`config.mk`:
```
export PLATFORM = sky130hd
export DESIGN_NAME = terminal_key_sequence_decoder
export DESIGN_NICKNAME = d
export VERILOG_FILES = /design/src/design/tksd_pkg.sv /design/src/design/tksd_matcher.sv /design/src/design/terminal_key_sequence_decoder.sv
export SDC_FILE = /design/constraint.sdc
export NUM_CORES = 1
export LEC_CHECK = 0
export BUFFER_PORTS_ARGS = -buffer_cell sky130_fd_sc_hd__buf_4
export CAP_MARGIN = 5
export CORE_MARGIN = 8
export CORE_UTILIZATION = 60
export CTS_BUF_LIST = sky130_fd_sc_hd__clkbuf_16
export DETAILED_ROUTE_END_ITERATION = 12
export PLACE_DENSITY_LB_ADDON = 0.12
export SLEW_MARGIN = 20
export SYNTH_ARGS = -nofsm -noshare
export SYNTH_HDL_FRONTEND = slang
export SYNTH_SLANG_ARGS = --single-unit
```
`constraint.sdc`:
```
create_clock -name clk -period 6.8 [get_ports clk]
set_input_delay 1.36 -clock clk [delete_from_list [all_inputs] [get_ports clk]]
set_output_delay 1.36 -clock clk [all_outputs]
set_load 0.01 [all_outputs]
```
`src/design/tksd_pkg.sv`:
```
// tksd_pkg: key codes and the fixed key sequence table of the terminal key decoder
// no dependencies
`default_nettype none

package tksd_pkg;

  localparam int unsigned KEY_COUNT = 22;
  localparam int unsigned ENTRY_W   = 5;
  localparam int unsigned POS_W     = 2;
  localparam int unsigned LEN_W     = 3;
  localparam int unsigned KIND_W    = 5;
  localparam int unsigned BYTE_W    = 8;

  // byte constants
  localparam logic [7:0] CH_ESC   = 8'h1b;
  localparam logic [7:0] CH_LBRK  = 8'h5b;
  localparam logic [7:0] CH_TILDE = 8'h7e;
  localparam logic [7:0] CH_CR    = 8'h0d;
  localparam logic [7:0] CH_BS    = 8'h08;
  localparam logic [7:0] CH_VT    = 8'h0b;
  localparam logic [7:0] CH_SO    = 8'h0e;
  localparam logic [7:0] CH_DLE   = 8'h10;
  localparam logic [7:0] CH_ZERO  = 8'h30;
  localparam logic [7:0] CH_F     = 8'h46;

  // key kind codes
  localparam logic [KIND_W-1:0] KIND_REGULAR = 5'd0;
  localparam logic [KIND_W-1:0] KIND_BKSP    = 5'd1;
  localparam logic [KIND_W-1:0] KIND_CTRL_A  = 5'd2;
  localparam logic [KIND_W-1:0] KIND_CTRL_B  = 5'd3;
  localparam logic [KIND_W-1:0] KIND_CTRL_C  = 5'd4;
  localparam logic [KIND_W-1:0] KIND_CTRL_D  = 5'd5;
  localparam logic [KIND_W-1:0] KIND_CTRL_E  = 5'd6;
  localparam logic [KIND_W-1:0] KIND_CTRL_F  = 5'd7;
  localparam logic [KIND_W-1:0] KIND_CTRL_K  = 5'd8;
  localparam logic [KIND_W-1:0] KIND_CTRL_N  = 5'd9;
  localparam logic [KIND_W-1:0] KIND_CTRL_P  = 5'd10;
  localparam logic [KIND_W-1:0] KIND_ENTER   = 5'd11;
  localparam logic [KIND_W-1:0] KIND_INS     = 5'd12;
  localparam logic [KIND_W-1:0] KIND_HOME    = 5'd13;
  localparam logic [KIND_W-1:0] KIND_DEL     = 5'd14;
  localparam logic [KIND_W-1:0] KIND_END     = 5'd15;
  localparam logic [KIND_W-1:0] KIND_PGUP    = 5'd16;
  localparam logic [KIND_W-1:0] KIND_PGDN    = 5'd17;
  localparam logic [KIND_W-1:0] KIND_UP      = 5'd18;
  localparam logic [KIND_W-1:0] KIND_DOWN    = 5'd19;
  localparam logic [KIND_W-1:0] KIND_RIGHT   = 5'd20;
  localparam logic [KIND_W-1:0] KIND_LEFT    = 5'd21;
  localparam logic [KIND_W-1:0] KIND_MAX     = KIND_LEFT;

  typedef struct packed {
    logic [3:0][7:0]    code;   // code[0] is the first byte
    logic [LEN_W-1:0]   len;
    logic [KIND_W-1:0]  kind;
  } seq_entry_t;

  // one decoded word for the result register
  typedef struct packed {
    logic               emit;
    logic [KIND_W-1:0]  kind;
    logic [BYTE_W-1:0]  char_value;
  } key_result_t;

  function automatic seq_entry_t mk(input logic [7:0] b0, input logic [7:0] b1,
                                    input logic [7:0] b2, input logic [7:0] b3,
                                    input logic [LEN_W-1:0] len,
                                    input logic [KIND_W-1:0] kind);
    seq_entry_t e;
    e.code[0] = b0;
    e.code[1] = b1;
    e.code[2] = b2;
    e.code[3] = b3;
    e.len     = len;
    e.kind    = kind;
    return e;
  endfunction

  function automatic seq_entry_t seq_table(input logic [ENTRY_W-1:0] idx);
    seq_entry_t e;
    case (idx)
      5'd0:  e = mk(8'h01, 8'h00, 8'h00, 8'h00, 3'd1, KIND_CTRL_A);
      5'd1:  e = mk(8'h02, 8'h00, 8'h00, 8'h00, 3'd1, KIND_CTRL_B);
      5'd2:  e = mk(8'h03, 8'h00, 8'h00, 8'h00, 3'd1, KIND_CTRL_C);
      5'd3:  e = mk(8'h04, 8'h00, 8'h00, 8'h00, 3'd1, KIND_CTRL_D);
      5'd4:  e = mk(8'h05, 8'h00, 8'h00, 8'h00, 3'd1, KIND_CTRL_E);
      5'd5:  e = mk(8'h06, 8'h00, 8'h00, 8'h00, 3'd1, KIND_CTRL_F);
      5'd6:  e = mk(CH_BS, 8'h00, 8'h00, 8'h00, 3'd1, KIND_BKSP);
      5'd7:  e = mk(CH_VT, 8'h00, 8'h00, 8'h00, 3'd1, KIND_CTRL_K);
      5'd8:  e = mk(CH_CR, 8'h00, 8'h00, 8'h00, 3'd1, KIND_ENTER);
      5'd9:  e = mk(CH_SO, 8'h00, 8'h00, 8'h00, 3'd1, KIND_CTRL_N);
      5'd10: e = mk(CH_DLE, 8'h00, 8'h00, 8'h00, 3'd1, KIND_CTRL_P);
      5'd11: e = mk(CH_ESC, CH_LBRK, 8'h31, CH_TILDE, 3'd4, KIND_HOME);
      5'd12: e = mk(CH_ESC, CH_LBRK, 8'h32, CH_TILDE, 3'd4, KIND_INS);
      5'd13: e = mk(CH_ESC, CH_LBRK, 8'h33, CH_TILDE, 3'd4, KIND_DEL);
      5'd14: e = mk(CH_ESC, CH_ZERO, CH_F, 8'h00, 3'd3, KIND_END);
      5'd15: e = mk(CH_ESC, CH_LBRK, 8'h34, CH_TILDE, 3'd4, KIND_END);
      5'd16: e = mk(CH_ESC, CH_LBRK, 8'h35, CH_TILDE, 3'd4, KIND_PGUP);
      5'd17: e = mk(CH_ESC, CH_LBRK, 8'h36, CH_TILDE, 3'd4, KIND_PGDN);
      5'd18: e = mk(CH_ESC, CH_LBRK, 8'h41, 8'h00, 3'd3, KIND_UP);
      5'd19: e = mk(CH_ESC, CH_LBRK, 8'h42, 8'h00, 3'd3, KIND_DOWN);
      5'd20: e = mk(CH_ESC, CH_LBRK, 8'h43, 8'h00, 3'd3, KIND_RIGHT);
      5'd21: e = mk(CH_ESC, CH_LBRK, 8'h44, 8'h00, 3'd3, KIND_LEFT);
      default: e = mk(8'h00, 8'h00, 8'h00, 8'h00, 3'd0, KIND_REGULAR);
    endcase
    return e;
  endfunction

endpackage

`default_nettype wire

```
`src/design/tksd_matcher.sv`:
```
// tksd_matcher: prefix match state and table search for one received byte
// depends on tksd_pkg
`default_nettype none

module tksd_matcher (
  input  wire logic                           clk,
  input  wire logic                           rst_n,
  input  wire logic                           step_en,
  input  wire logic [tksd_pkg::BYTE_W-1:0]    rx_byte,
  output tksd_pkg::key_result_t               result
);

  logic [tksd_pkg::ENTRY_W-1:0] match_entry_r, match_entry_nxt;
  logic [tksd_pkg::POS_W-1:0]   match_pos_r, match_pos_nxt;

  tksd_pkg::seq_entry_t         cur_e;
  tksd_pkg::seq_entry_t         hit_e;
  logic [tksd_pkg::KEY_COUNT-1:0] accept;
  logic                         found;
  logic [tksd_pkg::ENTRY_W-1:0] hit_idx;
  logic [tksd_pkg::LEN_W-1:0]   pos_next;

  // entry the pending prefix came from
  always_comb begin
    if (match_entry_r < tksd_pkg::ENTRY_W'(tksd_pkg::KEY_COUNT)) begin
      cur_e = tksd_pkg::seq_table(match_entry_r);
    end else begin
      cur_e = tksd_pkg::seq_table('0);
    end
  end

  // every entry is tested in parallel against the full prefix and the new byte
  always_comb begin
    for (int j = 0; j < tksd_pkg::KEY_COUNT; j++) begin
      tksd_pkg::seq_entry_t e;
      logic ok;
      e  = tksd_pkg::seq_table(tksd_pkg::ENTRY_W'(j));
      ok = (e.len > tksd_pkg::LEN_W'(match_pos_r));
      for (int k = 0; k < 3; k++) begin
        if (tksd_pkg::POS_W'(k) < match_pos_r && e.code[k] != cur_e.code[k]) begin
          ok = 1'b0;
        end
      end
      if (e.code[match_pos_r] != rx_byte) begin
        ok = 1'b0;
      end
      accept[j] = ok;
    end
  end

  // lowest accepting entry wins
  always_comb begin
    found   = 1'b0;
    hit_idx = '0;
    for (int j = tksd_pkg::KEY_COUNT - 1; j >= 0; j--) begin
      if (accept[j]) begin
        found   = 1'b1;
        hit_idx = tksd_pkg::ENTRY_W'(j);
      end
    end
  end

  always_comb begin
    hit_e    = tksd_pkg::seq_table(hit_idx);
    pos_next = tksd_pkg::LEN_W'(match_pos_r) + 3'd1;
    result.emit       = 1'b1;
    result.kind       = tksd_pkg::KIND_REGULAR;
    result.char_value = rx_byte;
    match_entry_nxt   = '0;
    match_pos_nxt     = '0;
    if (found) begin
      if (pos_next >= hit_e.len) begin
        result.kind       = hit_e.kind;
        result.char_value = '0;
      end else begin
        // partial match, nothing to emit yet
        result.emit     = 1'b0;
        match_entry_nxt = hit_idx;
        match_pos_nxt   = pos_next[tksd_pkg::POS_W-1:0];
      end
    end
  end

  always_ff @(posedge clk) begin
    if (!rst_n) begin
      match_entry_r <= '0;
      match_pos_r   <= '0;
    end else if (step_en) begin
      match_entry_r <= match_entry_nxt;
      match_pos_r   <= match_pos_nxt;
    end
  end

endmodule

`default_nettype wire

```
`src/design/terminal_key_sequence_decoder.sv`:
```
// terminal_key_sequence_decoder: top level, input register, matcher and result register
// depends on tksd_pkg and tksd_matcher
//
// usage:
//   in channel: one received terminal byte per word on in_rx_byte, valid/ready.
//   out channel: out_key_kind and out_char_value, valid/ready. a byte that
//   completes a key sequence gives that key's code with char_value zero; a
//   byte that extends no pending prefix gives kind regular with the byte;
//   a byte that only extends a prefix gives no word at all.
//   a word accepted into the input register is decoded by the matcher and
//   written into the result register, where the receiver takes it. throughput:
//   one byte per cycle while the receiver does not stall, set by the single
//   table search between the input register and the result register.
//   reset (rst_n low, synchronous) drops any pending prefix and empties both
//   registers. when the receiver stalls, the result register holds its word,
//   the input register keeps one more byte, and in_ready drops only then.
`default_nettype none

module terminal_key_sequence_decoder (
  input  wire logic                          clk,
  input  wire logic                          rst_n,
  input  wire logic                          in_valid,
  output wire logic                          in_ready,
  input  wire logic [tksd_pkg::BYTE_W-1:0]   in_rx_byte,
  output wire logic                          out_valid,
  input  wire logic                          out_ready,
  output wire logic [tksd_pkg::KIND_W-1:0]   out_key_kind,
  output wire logic [tksd_pkg::BYTE_W-1:0]   out_char_value
);

  logic                        s1_valid_r;
  logic [tksd_pkg::BYTE_W-1:0] s1_byte_r;
  logic                        out_valid_r;
  logic [tksd_pkg::KIND_W-1:0] out_kind_r;
  logic [tksd_pkg::BYTE_W-1:0] out_char_r;

  logic                        out_free;
  logic                        s1_adv;
  tksd_pkg::key_result_t       res;

  assign out_free = !out_valid_r || out_ready;
  assign s1_adv   = s1_valid_r && out_free;
  assign in_ready = !s1_valid_r || out_free;

  tksd_matcher u_match (
    .clk     (clk),
    .rst_n   (rst_n),
    .step_en (s1_adv),
    .rx_byte (s1_byte_r),
    .result  (res)
  );

  always_ff @(posedge clk) begin
    if (!rst_n) begin
      s1_valid_r  <= 1'b0;
      out_valid_r <= 1'b0;
    end else begin
      if (in_ready) begin
        s1_valid_r <= in_valid;
      end
      if (out_free) begin
        out_valid_r <= s1_adv && res.emit;
      end
    end
  end

  always_ff @(posedge clk) begin
    if (in_valid && in_ready) begin
      s1_byte_r <= in_rx_byte;
    end
    if (s1_adv && res.emit) begin
      out_kind_r <= res.kind;
      out_char_r <= res.char_value;
    end
  end

  assign out_valid      = out_valid_r;
  assign out_key_kind   = out_kind_r;
  assign out_char_value = out_char_r;

endmodule

`default_nettype wire

```
==> flow_summary.toml, run 1 <==
[synthesis]
netlist_area_pre_place_sq_mm = 0.003326
syn-num-nets = 419
synth_async_sr_flop_share = 0
synthFlopType = "dfxtp_1"
synth-edff-count = 21
post_synth_inst_count = 384
synth.yosys.seq_area_share = 0.3220
synth_top_cell_by_area = "edfxtp_1"
yosys-top-cells-count = "nand2_1 (31), nor2_1 (26), ha_1 (23)"
synth.yosys.warnings = 0
yosysMostFrequentCell = "nand2_1"
area_share_of_the_largest_cell_type_after_synthesis = 0.1896
yosys-top-cells-area = "edfxtp_1 (19%), dfxtp_1 (13%), ha_1 (8.7%), nand2_1 (3.5%), and2_1 (3.4%)"
flip_flop_and_latch_count_after_synthesis = 43
post_synth.cell_area_avg_sq_um = 8.661
netlist-cell-type-count = 75

[critical_path]
r2r_setup_slack_ps = 600
cpMostUsedCell = "ha_1"
worst-setup-path-type = "reg2reg"
largest_stage_delay_worst_path_ps = 560
crit_family = "compound AO/OA/AOI/OAI gates"
critical_path_arrival_ps = 6410
timing.critical_path.from_type = "flip-flop"
r2r-start = "u_match.match_pos_r[1]"
critical_path.max_fanout = 12
critical_path.endpoint_type = "flip-flop"
timing.reg2reg.worst_path_depth = 22
worst_path_max_delay_cell = "a221oi_1"
crit_chain = "ha_1 -> nor2b_1 -> a21oi_1 -> a221oi_1 -> a21oi_1 -> a31oi_1 -> nor2_1 -> ha_1 -> a22oi_1 -> ha_1 -> nand2b_1 -> a21oi_1 -> o21bai_1 -> nor2_1 -> o21ai_2 -> o31ai_2 -> and2_1 -> inv_1 -> ha_1 -> nor2b_1 -> a311o_1 -> o21ai_1"
cp.required_ps = 7020
timing.critical_path.buf_inv = 1

[global_routing]
grt_use_total = 0.2011
grt_first_pass_wirelength_um = 13780
grt_start_max_net_pins = 25
antenna_found_initial = 0
globalRoute.totalOverflow = 0
grt_pass1_vias = 2910

[power_and_ir_drop]
clock_power_share = 0.399
cell_internal_pwr_uw = 440.3
power.net_switching_uw = 146.2
worst_ir_drop_vdd_mv = 0.1254
total_leakage_power_uw = 0.001431
power.share.switching = 0.2492
p_seq_frac = 0.499
power.density_mw_per_mm2 = 160.7
combinationalPowerShare = 0.102

[worst_hold_path]
hp_class = "reg2reg"
hold-path-cell-count = 2
min_to = "s1_valid_r"
holdCritStartpoint = "s1_valid_r"

[drt]
detail-route-antenna-nets = 0
dr_total_vias = 3003
drc_errors = 0
post_drt_via_cell_ratio = 6.376
drt-wirelength-per-cell_um = 17.65
drt-pass1-iter-count = 6
total_detailed_routing_wirelength_um = 8312
drc_violation_total_after_the_first_tritonroute_iteration = 213

[sta]
slew_violations = 0
timing.slew.headroom = 0.4908
rsz0062_at_grt = "no"
setup_tns_ps = 0
final-setup-viol-count = 0
timing.clock.skew_ps = 4.127
post-route-min-period_ps = 6198
max_clock_freq_ghz = 0.1613
timing.final.crit_share = 0.9115
timing_hold_violations_final = 0
worst-slew-pin-transition_ps = 763.8

[clock_tree]
htree_levels = 2
num_clock_sinks = 43
tritoncts_clock_tree = "yes"
cts_max_path_buffers = 2
clock_insertion_delay_worst_skew_ps = 280
clk_transition_reported_paths_ps = 60
cts_made_buffers = 5
clock_tree.root_cell = "clkbuf_16"

[place]
number_of_port_buffers = 26
gp_congestion = 0.9552
hpwl_um = 6343

[floorplan]
die-width_um = 90.45
num_rows = 27
fp.dieArea_sq_mm = 0.008181
die_h_um = 90.45
starting_utilization_of_the_core_area = 0.6115
core-area_sq_mm = 0.005439
pin_count = 27

[layout]
layout.core_utilization = 0.6710
diode_insertion_count_for_antenna_repair = 0
area.growth.synth_to_final_pct = 9.744
num-nets-final = 433
post_route_cells_drive_above_1_share = 0.1328

[outcome]
status = "finished, final reports clean"

[flow_run]
timing.max_cap.violations = 0
## power groups by stage
stage                     clock [uW]  sequential (uW)  combinational (uW)
after floorplan                    0              291                45.6
after global placement             0              297                57.8
after detailed placement           0              298                58.8
after CTS                        235              292                59.2
after global routing             248              294                65.5
final                            234              293                59.7
## worst min-delay path: cells and delay by family, from the launching register on
kind            cells  cell delay (ps)
compound gates      1              130
simple gates        1               50
flops               1              330
## worst max path at each step
stage	from	to	slack (ps)	depth (start not counted)
2_1_floorplan	u_match.match_pos_r[1]	flip-flop	1420	26
3_3_place_gp	u_match.match_pos_r[1]	flip-flop	740	22
3_5_place_dp	u_match.match_pos_r[1]	flip-flop	620	22
4_1_cts	u_match.match_pos_r[1]	flip-flop	560	22
5_1_grt	u_match.match_pos_r[1]	flip-flop	110	22
6_report	u_match.match_pos_r[1]	flip-flop	600	22
## metal layers
metal,track usage,up-vias,wire length [um],part of all wire
met4,0.07628,0,134,0.016
li1,-,1451,-,-
met3,0.03574,12,582,0.070
met5,0,-,0,0
met1,0.2458,1416,3620,0.44
met2,0.3423,124,3973,0.48
## cell usage in the layout (no fill, tap or decap), drive strengths merged, types with 8 or more instances in the layout
master,instances
and2,18
dfxtp,22
o211ai,8
nor2,27
inv,19
nor3,9
nand3,17
edfxtp,21
o21ai,22
nand2,31
buf,28
a21oi,20
ha,23
xor2,11
## cell families (layout without fill, tap and decap cells)
logic type               after synthesis  count (layout)  share of synthesized area
AO/OA/AOI/OAI                        113             113                     0.2385
adder cells (fa/ha/maj)               23              23                    0.08653
buffers and inverters                 37              52                    0.05417
flip-flops                            43              43                     0.3220
multiplexers                           2               2                   0.006396
AND/OR/NAND/NOR                      150             150                     0.2502
XOR/XNOR                              16              16                    0.04214
## layout make-up
| type | instances | area [sq um] |
|---|---|---|
| Tap cell | 72 | 90.09 |
| Fill cell | 432 | 1789 |
| Clock buffer | 5 | 125.1 |
| Multi-Input combinational cell | 304 | 2079 |
| Inverter | 16 | 60.06 |
| Sequential cell | 43 | 1071 |
| Timing Repair Buffer | 28 | 210.2 |
| Clock inverter | 3 | 13.76 |
## per-stage QoR
step	setup slack, ps	instances	total power, uW	area (sq um)	hold WS, ps
2_1_floorplan	1421	384	336.3	3326	486.7
3_3_place_gp	735.3	463	355.1	3506	513.4
3_5_place_dp	621.9	463	356.7	3506	554.8
4_1_cts	562.2	471	586.8	3645	563.4
5_1_grt	112.4	471	607.6	3650	610.5
6_report	602.0	471	586.5	3650	552.4
## repair_timing
| item | 4_1_cts | 5_1_grt |
|---|---|---|
| hold buffers | 0 | 0 |
| endpoints found under the setup margin | 0 | 2 |
| setup buffers | 0 | 0 |
| resized for setup | 0 | 1 |
No activity file was read; power rests on OpenSTA's default activity.
==> run 2, diff against run 1 <==
--- a/config.mk
+++ b/config.mk
@@ -5,10 +5,11 @@
 export SDC_FILE = /design/constraint.sdc
 export NUM_CORES = 1
 export LEC_CHECK = 0
+export ABC_AREA = 1
 export BUFFER_PORTS_ARGS = -buffer_cell sky130_fd_sc_hd__buf_4
 export CAP_MARGIN = 5
 export CORE_MARGIN = 8
-export CORE_UTILIZATION = 60
+export CORE_UTILIZATION = 45
 export CTS_BUF_LIST = sky130_fd_sc_hd__clkbuf_16
 export DETAILED_ROUTE_END_ITERATION = 12
 export PLACE_DENSITY_LB_ADDON = 0.12
==> flow_summary.toml, run 2 <==
[synthesis]
synth_async_sr_flop_share = 0
share_of_the_synthesized_netlist_area_taken_by_xor_and_xnor_gates = 0.04044
syn-num-nets = 477
complex_gate_fraction_of_the_synthesized_area = 0.1076
synth-adder-area-share = 0.08775
synth-edff-count = 21
yosysMostFrequentCell = "nand2_1"
flip_flop_and_latch_count_after_synthesis = 43
yosys-top-cells-area = "edfxtp_1 (19%), dfxtp_1 (13%), nand2_1 (12%), ha_1 (8.8%), inv_1 (6.4%)"
synth_top_cell_by_area = "edfxtp_1"
synth-simple-area-share = 0.3354
synth_top_family_by_area = "simple AND/OR/NAND/NOR gates"
area_share_of_the_largest_cell_type_after_synthesis = 0.1923
yosys-top-cells-count = "nand2_1 (103), inv_1 (56), nor2_1 (46)"
netlist_area_pre_place_sq_mm = 0.003279
synthFlopType = "dfxtp_1"
synth.yosys.seq_area_share = 0.3266
post_synth.cell_area_avg_sq_um = 7.419
post_synth_inst_count = 442
synth.yosys.warnings = 0
netlist-cell-type-count = 48
yosys-mux-area-fraction = 0

[floorplan]
fp.dieArea_sq_mm = 0.01027
pin_count = 27
die_h_um = 101.4
core-area_sq_mm = 0.007137
num_rows = 31
die-width_um = 101.4
starting_utilization_of_the_core_area = 0.4595

[global_routing]
grt_first_pass_wirelength_um = 12900
grt_use_total = 0.1575
globalRoute.totalOverflow = 0
antenna_found_initial = 0
grt_start_max_net_pins = 14
grt_pass1_vias = 2863

[clock_tree]
ctsResizeCount = 0
clk_transition_reported_paths_ps = 60
cts_made_buffers = 5
clock_tree.root_cell = "clkbuf_16"
num_clock_sinks = 43
htree_levels = 2
tritoncts_clock_tree = "yes"
cts_setup_buffers = 0
holdBufCountCts = 0
cts_max_path_buffers = 2
clock_insertion_delay_worst_skew_ps = 280

[sta]
timing.final.crit_share = 0.8887
timing_hold_violations_final = 0
post-route-min-period_ps = 6043
timing.slew.headroom = 0.5832
setup_tns_ps = 0
rsz0062_at_grt = "no"
slew_violations = 0
final-setup-viol-count = 0
hold_slack_ps = 520.5
max_clock_freq_ghz = 0.1655
worst-slew-pin-transition_ps = 624.4
timing.clock.skew_ps = 5.289

[outcome]
status = "finished, final reports clean"

[critical_path]
critical_path_arrival_ps = 6220
worst_path_max_delay_cell = "dfxtp_1"
cp.required_ps = 6970
critical_path.endpoint_type = "flip-flop"
worst-setup-path-type = "reg2reg"
cpMostUsedCell = "nand2_1"
crit_family = "simple AND/OR/NAND/NOR gates"
critical_path.max_fanout = 13
timing.critical_path.from_type = "flip-flop"
largest_stage_delay_worst_path_ps = 710
crit_cells = 35
timing.critical_path.buf_inv = 6
timing.reg2reg.worst_path_depth = 35

[power_and_ir_drop]
total_leakage_power_uw = 0.001733
clock_power_share = 0.390
post-layout-total-power_uw = 566.5
power.net_switching_uw = 132.4
p_seq_frac = 0.509
power.density_mw_per_mm2 = 154.6
combinationalPowerShare = 0.101
worst_ir_drop_vdd_mv = 0.09392
power.share.switching = 0.2336
cell_internal_pwr_uw = 434.2

[drt]
dr_total_vias = 2862
dr.max_layer_used = "met4"
drt-pass1-iter-count = 5
total_detailed_routing_wirelength_um = 7432
detail-route-antenna-nets = 0
drc_errors = 0
post_drt_via_cell_ratio = 5.065
detail_route.wirelength.met1_um = 3239
drc_violation_total_after_the_first_tritonroute_iteration = 167
drt-wirelength-per-cell_um = 13.15
detailroute.wirelength.met2_um = 3672
wl_met3_um = 390

[flow_run]
timing.max_cap.violations = 0

[worst_hold_path]
hold-path-cell-count = 2
hp_class = "reg2reg"

[place]
gp_congestion = 0.8779
postPlaceCellArea_sq_mm = 0.003532
hpwl_um = 5999
number_of_port_buffers = 26

[layout]
layout.core_utilization = 0.5135
num-nets-final = 501
layout_common_cells = "nand2_1 (103), inv_1 (58), nor2_1 (46)"
stdcell_area_sq_mm = 0.003665
diode_insertion_count_for_antenna_repair = 0
post_route_cells_drive_above_1_share = 0.1717
area.growth.synth_to_final_pct = 11.75
commonest_non_fill_non_tap_cell_in_the_layout = "nand2_1"
[run 2: cell types whose count changed after synthesis, sizes merged, moves of 7 or more]
cell,delta
nand2,+84
inv,+51
nor2,+25
and2,-18
nand3,+16
buf,-7
nor2b,-7
o21ai,+7
[run 2: per-stage QoR]
step / setup WS (ps) / cells
finish: 756.6 / 565
global route: 97.52 / 565
CTS: 776.6 / 565
detailed placement: 800.8 / 558
global placement: 979.0 / 558
floorplan: 2157 / 442
[run 2: layout make-up]
| type | count | area (sq um) |
|---|---|---|
| Sequential cell | 43 | 1071 |
| Inverter | 70 | 269.0 |
| Clock inverter | 2 | 7.507 |
| Timing Repair Buffer | 26 | 195.2 |
| Multi-Input combinational cell | 320 | 1873 |
| Clock buffer | 5 | 125.1 |
| Fill cell | 730 | 3472 |
| Tap cell | 99 | 123.9 |
[run 2: metal layers]
layer,vias up,GRT usage
met5,-,0
met4,0,0.05727
met3,12,0.03505
met2,63,0.2799
met1,1317,0.1800
li1,1470,-
[run 2: power by group through the flow]
stage	clock network [uW]	registers [uW]	logic, uW
2_1_floorplan	0	291	39.4
3_5_place_dp	0	294	57.5
3_3_place_gp	0	294	57.4
6_report	221	288	57.5
4_1_cts	228	288	57.9
5_1_grt	240	289	64.8
[run 2: cells by family after synthesis]
| logic type | Yosys count |
|---|---|
| and+or+nand+nor | 228 |
| DFF | 43 |
| AOI/OAI and AO/OA | 56 |
| buffers and inverters | 79 |
| xor gates and xnor gates | 13 |
| adders and majority gates | 23 |
[run 2: worst paths after layout]
check	from	end	slack (ps)
worst max-delay path	u_match.match_pos_r[1]	flip-flop	760
worst min-delay path	out_valid	out_valid	520
worst min register to register	out_valid	out_valid	520
worst max register to register	u_match.match_pos_r[1]	flip-flop	760
[run 2: worst register-to-register path: cells and delay by family (launching register included)]
kind	cells	cell delay, ps
flops	1	710
fa+ha+maj	3	960
compound gates	7	1070
simple gates	19	2210
buf+inv	6	970
==> run 3, diff against run 2 <==
--- a/config.mk
+++ b/config.mk
@@ -12,7 +12,9 @@
 export CORE_UTILIZATION = 45
 export CTS_BUF_LIST = sky130_fd_sc_hd__clkbuf_16
 export DETAILED_ROUTE_END_ITERATION = 12
-export PLACE_DENSITY_LB_ADDON = 0.12
+export MAX_ROUTING_LAYER = met4
+export PLACE_DENSITY = 0.73
+export SETUP_SLACK_MARGIN = 0.05
 export SLEW_MARGIN = 20
 export SYNTH_ARGS = -nofsm -noshare
 export SYNTH_HDL_FRONTEND = slang
==> flow_summary.toml, run 3 (synthesis gave the netlist of run 2 again) <==
[critical_path]
critical_path_arrival_ps = 6360
critical_path.max_fanout = 13
timing.critical_path.from = "u_match.match_pos_r[1]"
cp.required_ps = 6980
critical_path.endpoint_type = "flip-flop"
largest_stage_delay_worst_path_ps = 730
r2r-start = "u_match.match_pos_r[1]"
crit_family = "simple AND/OR/NAND/NOR gates"
worst_path_max_delay_cell = "dfxtp_1"
timing.critical_path.from_type = "flip-flop"
cpMostUsedCell = "nand2_1"
r2r_setup_slack_ps = 620
timing.critical_path.buf_inv = 6
worst-setup-path-type = "reg2reg"

[drt]
drc_errors = 0
dr_total_vias = 2855
drc_violation_total_after_the_first_tritonroute_iteration = 131
total_detailed_routing_wirelength_um = 7538
drt-pass1-iter-count = 5
post_drt_via_cell_ratio = 5.044
detail-route-antenna-nets = 0
drt-wirelength-per-cell_um = 13.32

[worst_hold_path]
hp_class = "reg2reg"
holdCritStartpoint = "out_valid"

[global_routing]
grt_pass1_vias = 2797
antenna_found_initial = 0
grt_use_total = 0.1614
grt_start_max_net_pins = 16
grt_first_pass_wirelength_um = 12850
globalRoute.totalOverflow = 0

[clock_tree]
clk_transition_reported_paths_ps = 70
tritoncts_clock_tree = "yes"
holdBufCountCts = 0
cts_made_buffers = 5
clock_insertion_delay_worst_skew_ps = 290
ctsResizeCount = 0
num_clock_sinks = 43
cts_max_path_buffers = 2
cts_setup_buffers = 0
clock_tree.root_cell = "clkbuf_16"
htree_levels = 2

[sta]
max_clock_freq_ghz = 0.1617
final-setup-viol-count = 0
setup_tns_ps = 0
timing.clock.skew_ps = 7.523
worst-slew-pin-transition_ps = 634.2
rsz0062_at_grt = "no"
timing.final.crit_share = 0.9095
slew_violations = 0
timing.slew.headroom = 0.5766
timing_hold_violations_final = 0
hold_slack_ps = 523.3
post-route-min-period_ps = 6185

[place]
number_of_port_buffers = 26
hpwl_um = 6016
gp_congestion = 0.9539

[floorplan]
starting_utilization_of_the_core_area = 0.4595
die-width_um = 101.4
fp.dieArea_sq_mm = 0.01027
core-area_sq_mm = 0.007137
pin_count = 27
num_rows = 31
die_h_um = 101.4

[power_and_ir_drop]
post-layout-total-power_uw = 589.9
total_leakage_power_uw = 0.001736
power.density_mw_per_mm2 = 160.4
worst_ir_drop_vdd_mv = 0.09439

[layout]
fillCellCount = 725
commonest_non_fill_non_tap_cell_in_the_layout = "nand2_1"
area.growth.synth_to_final_pct = 12.17
diode_insertion_count_for_antenna_repair = 0
layout.core_utilization = 0.5154
num-nets-final = 501
layout_common_cells = "nand2_1 (103), inv_1 (56), nor2_1 (46)"
post_route_cells_drive_above_1_share = 0.1777

[flow_run]
timing.max_cap.violations = 0

[outcome]
status = "finished, final reports clean"
## run 3: worst register-to-register path: cells and delay by family (launching register included)
kind | cells | cell delay [ps]
AOI/OAI and AO/OA | 7 | 1140
adders and majority gates | 3 | 980
DFF | 1 | 730
and+or+nand+nor | 19 | 2320
buffers and inverters | 6 | 920
## run 3: per-stage QoR
step	setup WS [ps]	cell area, sq um	cells
after floorplan	2157	3279	442
after global routing	62.01	3679	566
after CTS	702.5	3679	566
after global placement	935.1	3532	558
final	615.1	3679	566
after detailed placement	741.6	3532	558
## run 3: routing by layer
metal	vias to the layer above	part of all wire	GRT usage	wire, um
met4	0	0.021	0.06987	160
met1	1302	0.45	0.1849	3389
met2	69	0.48	0.2662	3585
met5	-	0	-	0
met3	14	0.053	0.03436	402
li1	1470	-	-	-
## run 3: final timing paths
kind	to	cells after the start
setup reg to reg	flip-flop	35
hold / removal	out_valid	2
hold reg to reg	out_valid	2
setup / recovery	flip-flop	35
## run 3: report_power, final
part	internal [uW]	switching (uW)
registers	280	7.64
clock network	138	106
logic	22.4	35.4
total	441	149
## run 3: final cells by class
class,instances,area (sq um),area share
inverters,70,269.0,0.07313
clock inverters,3,21.27,0.005782
well taps,99,123.9,0.03367
multi-input cells,320,1873,0.5092
flip-flops and latches,43,1071,0.2912
repair buffers,26,195.2,0.05306
clock buffers,5,125.1,0.03401
